$ cat src/hw/rtl/cqs_pkg.sv
`timescale 1ns / 1ps
// Shared constants for the circular queue with search.
// Holds operation and status codes, field widths and default sizes; no dependencies.
package cqs_pkg;

  // Default sizing
  localparam int DEPTH_DEF      = 8;
  localparam int DATA_WIDTH_DEF = 32;

  // Fixed port field widths
  localparam int OP_W     = 2;
  localparam int VALUE_W  = 32;
  localparam int STATUS_W = 2;
  localparam int OFFSET_W = 3;
  localparam int COUNT_W  = 4;

  // Operation codes
  localparam logic [OP_W-1:0] OP_INSERT = 2'd0;
  localparam logic [OP_W-1:0] OP_DELETE = 2'd1;
  localparam logic [OP_W-1:0] OP_SEARCH = 2'd2;
  localparam logic [OP_W-1:0] OP_NONE   = 2'd3;

  // Status codes
  localparam logic [STATUS_W-1:0] STAT_DONE     = 2'd0;
  localparam logic [STATUS_W-1:0] STAT_FULL     = 2'd1;
  localparam logic [STATUS_W-1:0] STAT_EMPTY    = 2'd2;
  localparam logic [STATUS_W-1:0] STAT_NOTFOUND = 2'd3;

endpackage

$ cat src/hw/rtl/cqs_ram.sv
`timescale 1ns / 1ps
// Generic single-write, single-read RAM with a registered read port.
// No dependencies; no reset on the storage.
module cqs_ram #(
  parameter int WIDTH = 32,
  parameter int DEPTH = 8
) (
  input  logic                     clk,
  input  logic                     we,
  input  logic [$clog2(DEPTH)-1:0] waddr,
  input  logic [WIDTH-1:0]         wdata,
  input  logic                     re,
  input  logic [$clog2(DEPTH)-1:0] raddr,
  output logic [WIDTH-1:0]         rdata
);

  logic [WIDTH-1:0] mem [DEPTH];

  // Write port
  always_ff @(posedge clk) begin
    if (we) begin
      mem[waddr] <= wdata;
    end
  end

  // Registered read port; hold data between reads
  always_ff @(posedge clk) begin
    if (re) begin
      rdata <= mem[raddr];
    end
  end

endmodule

$ cat src/hw/rtl/circular_queue_with_search_unit.sv
`timescale 1ns / 1ps
// Top level of the circular queue with search: control, pointers and output register.
// Depends on cqs_pkg and cqs_ram (entry storage).
//
//  channel | ports                                      | direction
//  --------+--------------------------------------------+----------
//  in      | in_valid, in_ready, in_operation, in_value | to block
//  out     | out_valid, out_ready, out_status,          | from block
//          | out_data_out, out_match_offset,            |
//          | out_match_count, out_occupancy             |
//
// One item is in work at a time; in_ready is high only when the control is idle.
// Insert, the unused code and an underflowing delete go straight to the finish; delete reads the RAM,
// and search streams every occupied entry (none when empty): one entry is streamed per cycle.
// Results go to an output register, so the next item can be taken while a result waits.
// A finished item waits in its final state until the output register is free.
// Synchronous active-low reset empties the queue; entry storage is not cleared.
module circular_queue_with_search_unit
  #(
  parameter int DEPTH      = cqs_pkg::DEPTH_DEF,
  parameter int DATA_WIDTH = cqs_pkg::DATA_WIDTH_DEF
) (
  input  logic                               clk,
  input  logic                               rst_n,
  input  logic                               in_valid,
  output logic                               in_ready,
  input  logic [cqs_pkg::OP_W-1:0]           in_operation,
  input  logic signed [cqs_pkg::VALUE_W-1:0] in_value,
  output logic                               out_valid,
  input  logic                               out_ready,
  output logic [cqs_pkg::STATUS_W-1:0]       out_status,
  output logic signed [cqs_pkg::VALUE_W-1:0] out_data_out,
  output logic [cqs_pkg::OFFSET_W-1:0]       out_match_offset,
  output logic [cqs_pkg::COUNT_W-1:0]        out_match_count,
  output logic [cqs_pkg::COUNT_W-1:0]        out_occupancy
);
  import cqs_pkg::*;

  localparam int IDX_W = $clog2(DEPTH);
  localparam int CNT_W = $clog2(DEPTH + 1);

  localparam logic [IDX_W-1:0] IDX_LAST  = IDX_W'(DEPTH - 1);
  localparam logic [CNT_W-1:0] CNT_FULL  = CNT_W'(DEPTH);
  localparam logic [CNT_W-1:0] CNT_ONE   = CNT_W'(1);

  // Control states
  localparam logic [1:0] S_IDLE = 2'd0;
  localparam logic [1:0] S_DEL  = 2'd1;
  localparam logic [1:0] S_SRCH = 2'd2;
  localparam logic [1:0] S_FIN  = 2'd3;

  logic [1:0]            state_r, state_nxt;
  logic [IDX_W-1:0]      head_r, head_nxt;
  logic [IDX_W-1:0]      tail_r, tail_nxt;
  logic [CNT_W-1:0]      count_r, count_nxt;
  logic [DATA_WIDTH-1:0] word_r, word_nxt;
  logic [IDX_W-1:0]      ptr_r, ptr_nxt;
  logic [CNT_W-1:0]      iss_k_r, iss_k_nxt;
  logic                  cmp_valid_r, cmp_valid_nxt;
  logic [IDX_W-1:0]      cmp_k_r, cmp_k_nxt;
  logic [CNT_W-1:0]      hit_cnt_r, hit_cnt_nxt;
  logic [IDX_W-1:0]      hit_off_r, hit_off_nxt;
  logic [STATUS_W-1:0]   res_status_r, res_status_nxt;
  logic [DATA_WIDTH-1:0] res_data_r, res_data_nxt;

  logic                  out_valid_r, out_valid_nxt;
  logic [STATUS_W-1:0]   out_status_r;
  logic [VALUE_W-1:0]    out_data_r;
  logic [OFFSET_W-1:0]   out_off_r;
  logic [COUNT_W-1:0]    out_cnt_r;
  logic [COUNT_W-1:0]    out_occ_r;

  logic                  ram_we;
  logic                  ram_re;
  logic [IDX_W-1:0]      ram_raddr;
  logic [DATA_WIDTH-1:0] ram_rdata;
  logic [DATA_WIDTH-1:0] in_word;
  logic                  accept;
  logic                  out_load;
  logic                  q_full;
  logic                  q_empty;

  assign in_word  = DATA_WIDTH'(in_value);
  assign in_ready = (state_r == S_IDLE);
  assign accept   = in_valid && in_ready;
  assign q_full   = (count_r == CNT_FULL);
  assign q_empty  = (count_r == '0);
  assign out_load = (state_r == S_FIN) && (!out_valid_r || out_ready);
  assign ram_we   = accept && (in_operation == OP_INSERT) && !q_full;

  cqs_ram #(
    .WIDTH(DATA_WIDTH),
    .DEPTH(DEPTH)
  ) u_store (
    .clk  (clk),
    .we   (ram_we),
    .waddr(tail_r),
    .wdata(in_word),
    .re   (ram_re),
    .raddr(ram_raddr),
    .rdata(ram_rdata)
  );

  // Sequence one item: update pointers, stream the store for a search, then finish
  always_comb begin
    logic hit;
    hit            = cmp_valid_r && (ram_rdata == word_r);
    state_nxt      = state_r;
    head_nxt       = head_r;
    tail_nxt       = tail_r;
    count_nxt      = count_r;
    word_nxt       = word_r;
    ptr_nxt        = ptr_r;
    iss_k_nxt      = iss_k_r;
    cmp_valid_nxt  = 1'b0;
    cmp_k_nxt      = cmp_k_r;
    hit_cnt_nxt    = hit_cnt_r;
    hit_off_nxt    = hit_off_r;
    res_status_nxt = res_status_r;
    res_data_nxt   = res_data_r;
    ram_re         = 1'b0;
    ram_raddr      = ptr_r;

    unique case (state_r)
      S_IDLE: begin
        if (accept) begin
          res_status_nxt = STAT_DONE;
          res_data_nxt   = '0;
          hit_cnt_nxt    = '0;
          hit_off_nxt    = '0;
          word_nxt       = in_word;
          ptr_nxt        = head_r;
          iss_k_nxt      = '0;
          state_nxt      = S_FIN;
          case (in_operation)
            OP_INSERT: begin
              if (q_full) begin
                res_status_nxt = STAT_FULL;
              end else begin
                tail_nxt  = (tail_r == IDX_LAST) ? '0 : tail_r + 1'b1;
                count_nxt = count_r + 1'b1;
              end
            end
            OP_DELETE: begin
              if (q_empty) begin
                res_status_nxt = STAT_EMPTY;
              end else begin
                ram_re    = 1'b1;
                ram_raddr = head_r;
                head_nxt  = (head_r == IDX_LAST) ? '0 : head_r + 1'b1;
                count_nxt = count_r - 1'b1;
                state_nxt = S_DEL;
              end
            end
            OP_SEARCH: begin
              if (q_empty) begin
                res_status_nxt = STAT_NOTFOUND;
              end else begin
                state_nxt = S_SRCH;
              end
            end
            default: begin
              // unused code: report done, change nothing
            end
          endcase
        end
      end
      S_DEL: begin
        res_data_nxt = ram_rdata;
        state_nxt    = S_FIN;
      end
      S_SRCH: begin
        // issue one read per cycle until every occupied entry is fetched
        if (iss_k_r < count_r) begin
          ram_re        = 1'b1;
          ram_raddr     = ptr_r;
          ptr_nxt       = (ptr_r == IDX_LAST) ? '0 : ptr_r + 1'b1;
          iss_k_nxt     = iss_k_r + 1'b1;
          cmp_valid_nxt = 1'b1;
          cmp_k_nxt     = iss_k_r[IDX_W-1:0];
        end
        // compare the entry fetched last cycle
        if (hit) begin
          hit_cnt_nxt = hit_cnt_r + 1'b1;
          if (hit_cnt_r == '0) begin
            hit_off_nxt = cmp_k_r;
          end
        end
        if (cmp_valid_r && (CNT_W'(cmp_k_r) == count_r - CNT_ONE)) begin
          res_status_nxt = (hit_cnt_nxt != '0) ? STAT_DONE : STAT_NOTFOUND;
          cmp_valid_nxt  = 1'b0;
          state_nxt      = S_FIN;
        end
      end
      S_FIN: begin
        if (out_load) begin
          state_nxt = S_IDLE;
        end
      end
      default: begin
        state_nxt = S_IDLE;
      end
    endcase
  end

  // Output register: load a finished item, drop it once taken
  always_comb begin
    out_valid_nxt = out_valid_r;
    if (out_valid_r && out_ready) begin
      out_valid_nxt = 1'b0;
    end
    if (out_load) begin
      out_valid_nxt = 1'b1;
    end
  end

  // Control registers
  always_ff @(posedge clk) begin
    if (!rst_n) begin
      state_r     <= S_IDLE;
      head_r      <= '0;
      tail_r      <= '0;
      count_r     <= '0;
      cmp_valid_r <= 1'b0;
      out_valid_r <= 1'b0;
    end else begin
      state_r     <= state_nxt;
      head_r      <= head_nxt;
      tail_r      <= tail_nxt;
      count_r     <= count_nxt;
      cmp_valid_r <= cmp_valid_nxt;
      out_valid_r <= out_valid_nxt;
    end
  end

  // Payload registers
  always_ff @(posedge clk) begin
    word_r       <= word_nxt;
    ptr_r        <= ptr_nxt;
    iss_k_r      <= iss_k_nxt;
    cmp_k_r      <= cmp_k_nxt;
    hit_cnt_r    <= hit_cnt_nxt;
    hit_off_r    <= hit_off_nxt;
    res_status_r <= res_status_nxt;
    res_data_r   <= res_data_nxt;
    if (out_load) begin
      out_status_r <= res_status_r;
      out_data_r   <= VALUE_W'(res_data_r);
      out_off_r    <= OFFSET_W'(hit_off_r);
      out_cnt_r    <= COUNT_W'(hit_cnt_r);
      out_occ_r    <= COUNT_W'(count_r);
    end
  end

  assign out_valid        = out_valid_r;
  assign out_status       = out_status_r;
  assign out_data_out     = out_data_r;
  assign out_match_offset = out_off_r;
  assign out_match_count  = out_cnt_r;
  assign out_occupancy    = out_occ_r;

  // Empty or full queue has head and tail on the same entry
  a_ptr_wrap: assert property (@(posedge clk) disable iff (!rst_n)
    (q_empty || q_full) |-> (head_r == tail_r))
    else $error("head and tail disagree at empty or full");

  // Insert into a queue with room grows occupancy by one
  a_ins_grow: assert property (@(posedge clk) disable iff (!rst_n)
    (accept && (in_operation == OP_INSERT) && !q_full) |=>
      (count_r == $past(count_r) + CNT_ONE))
    else $error("insert did not grow the queue");

  // Only one item in work at a time
  a_one_item: assert property (@(posedge clk) disable iff (!rst_n)
    accept |=> !in_ready)
    else $error("item taken while another is in work");

  // Compared entry always lies inside the occupied range
  a_cmp_range: assert property (@(posedge clk) disable iff (!rst_n)
    cmp_valid_r |-> (CNT_W'(cmp_k_r) < count_r))
    else $error("search compared an unoccupied entry");

endmodule

$ cat config.mk
export PLATFORM = sky130hd
export DESIGN_NAME = circular_queue_with_search_unit
export DESIGN_NICKNAME = d
export VERILOG_FILES = /design/src/hw/rtl/cqs_pkg.sv /design/src/hw/rtl/cqs_ram.sv /design/src/hw/rtl/circular_queue_with_search_unit.sv
export SDC_FILE = /design/constraint.sdc
export NUM_CORES = 1
export LEC_CHECK = 0
export ABC_AREA = 0
export BUFFER_PORTS_ARGS = -buffer_cell sky130_fd_sc_hd__buf_2
export CORE_MARGIN = 1.5
export CORE_UTILIZATION = 65
export CTS_CLUSTER_DIAMETER = 30
export CTS_CLUSTER_SIZE = 20
export DETAILED_ROUTE_END_ITERATION = 8
export PLACE_DENSITY = 0.94
export SETUP_SLACK_MARGIN = 0.5
export SLEW_MARGIN = 20
export SYNTH_ARGS = -nofsm -noshare
export SYNTH_HDL_FRONTEND = slang
export SYNTH_SLANG_ARGS = --single-unit
$ cat constraint.sdc
create_clock -name clk -period 15.3 [get_ports clk]
set_input_delay 0.765 -clock clk [delete_from_list [all_inputs] [get_ports clk]]
set_output_delay 0.765 -clock clk [all_outputs]
set_load 0.005 [all_outputs]
### After elaboration in Yosys (flattened, before gate mapping)

Memories as Yosys holds them, arrays and structs flattened. A register that Yosys moved wholly into a read port is not among the register bits.
Index checks and enable logic that the tools add are counted.

* output and inout port bits: 47
* input port bits: 38
* logic and storage cells: 131
* memories: 1
* bits in writable memories: 256
* bits in registers: 142

Memory list
* u_store.mem: words 8, bits a word 32, rd ports 1, clocked after memory_dff 1, write ports 1, RTL line cqs_ram.sv:17 `logic [WIDTH-1:0] mem [DEPTH];`

* equality and inequality tests: 19
* bitwise logic cells: 4
* $add $sub $neg: 7
* reductions and logical operators: 31
* order comparisons: 1
* muxes and demuxes: 49

Operators by type and width (count)
* $pmux 32 s2: 1
* $mux 3: 12
* $eq 32x32->1: 1
* $mux 32: 1
* $mux 4: 6
* $pmux 4 s2: 3
* $mux 2: 9
* $ne 2x2->1 const B: 7
* $add 4x1->4 const B: 3
* $pmux 3 s2: 2
* $reduce_and 4->1: 3
* $mux 1: 10
* $add 3x1->3 const B: 3
* $eq 3x3->1 const B: 3
* $reduce_and 3->1: 3
* $logic_not 4->1: 2
* $pmux 2 s2: 2
* $pmux 2 s4: 1
* $reduce_and 2->1: 4
* $reduce_bool 2->1: 4
* $logic_and 1x1->1: 7
* $eq 2x2->1 const B: 3
* $pmux 2 s3: 1
* $reduce_and 5->1: 1
* 13 further kinds: 19

### Longest topological paths before layout

* word-level depth: 8
* mapped depth: 10
* mapped depth without buffers: 8

### Hierarchy

A second synthesis with hierarchy kept.

* cell total of the unflattened synthesis: 806
* area total of the unflattened synthesis: 16704.8 sq um

Modules (own cells, without submodules)
* cqs_ram: instances 1, area each 10786.6 sq um, cells each 415, sequential area each 8648.3 sq um
* circular_queue_with_search_unit: instances 1, area each 5918.2 sq um, cells each 391, sequential area each 4124.0 sq um

### Worst setup path before layout

No wires, ideal clock.

* path kind: in2reg
* start point: in in_valid
* end point: mem u_store.mem[0][0], enable pin
* path buffers: 0
* arrival time: 4804 ps
* library setup time: 503 ps
* slack: 9994 ps
* stages on the path: 4
* cells stage by stage: nand2_1 -> clkinv_1 -> nand3_1 -> nor4_1

* cells in the longest elaborated chain, start to end: 5

Ends and longest elaborated chain
* start, declared: RTL line circular_queue_with_search_unit.sv:25 `input logic in_valid,`
* $logic_and 1x1->1: RTL line circular_queue_with_search_unit.sv:85 `assign accept = in_valid && in_ready;`
* $logic_and 1x1->1 (2 in series): RTL line circular_queue_with_search_unit.sv:89 `assign ram_we = accept && (in_operation == OP_INSERT) && !q_full;`
* $mux 1: RTL line cqs_ram.sv:21 `if (we) begin`
* $mux 1 (not written as such): RTL line cqs_ram.sv:22 `mem[waddr] <= wdata;`
* end, declared: RTL line cqs_ram.sv:17

No other way between the ends.

### Worst setup path in the final report

* start point: in in_operation[1] (netlist bit)
* end point: reg u_store.rdata[30], read port of u_store.mem, data pin

* cells in the longest elaborated chain, start to end: 4
* elaborated cells between the ends (all ways): 7
* those cells by class: eq/ne (1); mux (6)

Ends and longest elaborated chain
* start, declared: RTL line circular_queue_with_search_unit.sv:27 `input logic [cqs_pkg::OP_W-1:0] in_operation,`
* $eq 2x1->1 *: RTL line circular_queue_with_search_unit.sv:135 `case (in_operation)`
* $mux 1 or $mux 3 (tied branches): RTL line circular_queue_with_search_unit.sv:135
* $mux 1 or $mux 3 (tied branches): RTL line circular_queue_with_search_unit.sv:126 `if (accept) begin`
* $pmux 1 s2 or $mux 3 (tied branches)
* end, declared: RTL line cqs_ram.sv:14 `output logic [WIDTH-1:0] rdata`

Every way passes the cells marked *; elsewhere a longest branch is shown, timed or not.
A chain may end at the register's enable or synchronous reset.

==> qor.txt <==
Status: finished clean
Die Height: 168 um
Clk_skew: 0.0255 ns
Synth warn: 0
Unrepaired setup endpoints after global routing: false
Crit path required time: 15.60 ns
Sequential share of the synthesized area: 0.722
Synth async-reset ratio: 0
H-tree lvl count: 2
Synth Area in Adders: 0.0163
Resize count post-CTS: 0
Synth area leaders: edfxtp_1 71%, a211oi_1 2.8%, a21boi_0 2.7%
Count leader, synth: edfxtp_1
Overall routing resource usage: 0.315
Area leader, netlist: edfxtp_1
Worst vdd rail ir drop: 138 uV
First-pass GRT wire length: 66.1 mm
Final period util: 0.261
Largest net degree at the start of global routing: 126
Root Buffer: clkbuf_16
Remaining global-route overflow: 0
Initial core utilization: 0.660
Via count: 11,300
CTS tree: built
Slew @ Worst Pin: 1.12 ns
Multi-input logic area: 0.00458 sq mm
Clock sinks: 430
Die W: 168 um
Final TNS setup: 0 ns
Crit Path Category: input port to flop
Fillcell total: 1,228
Final Hold Viols: 0
Min-Delay Path Class: flop to flop
# IOs: 85
Half-perimeter wire length after placement: 22.3 mm
Synthesized area: 0.0177 sq mm
Commonest cells post-synth: 416 x edfxtp_1, 69 x and3_1, 66 x a211oi_1
Worst rel slew slack: 0.249
Yosys reg bits: 430
Number of port buffers: 84
Pwr dens: 192 mW/mm^2
Number of global-route vias before repair: 11,000
Final max-slew violation count: 0
Fin nets: 1,245
Initial antenna violation count: 2
Min Tclk post-route: 3.99 ns
Average size of a mapped cell: 16.1 sq um
CTS buffer count: 59
Dpl cell area: 0.0184 sq mm
Fin area: 0.0205 sq mm
Area delta synth->final: 16.0%
Wire per inst: 28.2 um
Worst skew pair latency: 0.59 ns
Top_reg_cell synth: edfxtp_1
P_leak: 7.00 nW
Fraction of layout cells with a size suffix above 1: 0.208
Post-CTS Setup Bufs: 0
Crit end category: flop
Max Root-Sink Buffers: 3
Total die area: 0.0282 sq mm
CP arrival: 4.29 ns
Largest fanout on the critical path: 117
Register area: 0.0128 sq mm
Synth Net Count: 1,162
Drt drc: 0
Proportion of synthesized area in mux cells: 0.00834
Mapped Cells: 1,101
Core Region: 0.0268 sq mm
Detail Route Antenna Nets: 0
Unique masters post-synth: 51
Hold_buf cts: 0
Combinational family with the most area after synthesis: compound AO/OA/AOI/OAI gates
Drt pass-1 iters: 6
Crit path launch type: input port
Gpl congestion: 0.851
Post-synthesis simple-gate area fraction: 0.0643
Via density: 7.19
Peak Freq: 251 MHz
Rows: 60
Max-Cap Viols: 0
Final wirelength: 44.5 mm
Post-synth EDFFs: 416
Clk slew on worst S/H paths: 0.06 ns
Count of final setup violators: 0
Post-synthesis xor/xnor area fraction: 0.0208
Compound-Gate Fraction of Synth Area: 0.144
Initial DRC count: 1,769
Top-area cell type share of the netlist area: 0.706
[placed cells by master, fill, tap and decap left out, types with 14 or more instances in the layout]
cell type  count
a211oi_1      66
a21boi_0      64
a311o_1       32
a32o_1        32
and2_1        37
and3_1        69
buf_2         84
buf_4         16
clkbuf_16     59
dfxtp_1       14
edfxtp_1     416
ha_1          23
inv_1         15
nand2_1       28
nor2_1        19
o221ai_2      30
o31ai_1       33
xor2_1        32
[flip-flops by register name (all words and copies together) (netlist names)]
name	flops
out_match_offset	3
out_data_out	32
res_data_r	32
out_valid	1
hit_off_r	3
state_r	2
head_r	3
cmp_k_r	3
out_occupancy	4
u_store.mem	256
tail_r	3
word_r	32
count_r	4
cmp_valid_r	1
out_match_count	4
hit_cnt_r	4
u_store.rdata	32
res_status_r	2
out_status	2
ptr_r	3
iss_k_r	4
[per-stage QoR]
stage                     hold slack [ns]  utilization  setup WS, ns  total power [mW]  cells
after floorplan                     0.400            -          9.99              2.21   1101
after global placement              0.401        0.686         10.98              2.40   1460
after detailed placement            0.405        0.687         10.64              2.47   1461
after CTS                           0.413        0.763         11.14              3.90   1572
after global routing                0.419        0.766         11.18              4.05   1577
final                               0.414        0.766         11.31              3.94   1577
[power breakdown]
part	switching, mW	internal, mW
clock	0.538	0.870
sequential	0.0896	1.51
combinational	0.612	0.321
total	1.24	2.70
[layout make-up]
type | instances | area share
clock inverters | 46 | 0.0264
repair buffers | 105 | 0.0315
inverters | 16 | 0.00293
clock buffers | 65 | 0.0730
flip-flops and latches | 430 | 0.622
diodes | 2 | 0.000244
multi-input cells | 572 | 0.223
well taps | 341 | 0.0208
[path summary, 6_finish.rpt]
kind / start / to / slack, ns / cells past startpoint
max reg2reg: count_r[0] / u_store.rdata[14] / 11.36 / 8
min: hit_off_r[1] / out_match_offset[1] / 0.41 / 0
min reg2reg: hit_off_r[1] / out_match_offset[1] / 0.41 / 0
max: in_operation[1] / u_store.rdata[30] / 11.31 / 10
[routing by layer]
layer	share of wire	GRT usage	up-vias	routed length, um
met4	0.042	0.148	0	1860
met2	0.49	0.512	1082	21800
met3	0.13	0.0632	158	5630
met1	0.34	0.413	5486	15300
met5	0	0	-	0
li1	-	-	4619	-
[critical path, cell delays in order]
cell and delay (ns):
buf_2 0.12, inv_1 0.08, ha_1 0.41, nand3_1 0.33, o21ai_4 0.22, buf_6 0.61, nand2_2 0.57, buf_4 0.46
a211oi_1 0.49, o31ai_1 0.13
[cells by family after synthesis]
group                    Yosys count
AND/OR/NAND/NOR                  201
buffers and inverters             99
XOR/XNOR                          42
adder cells (fa/ha/maj)           23
AO/OA/AOI/OAI                    292
flip-flops                       430
multiplexers                      14
No activity file was read; power rests on OpenSTA's default activity.
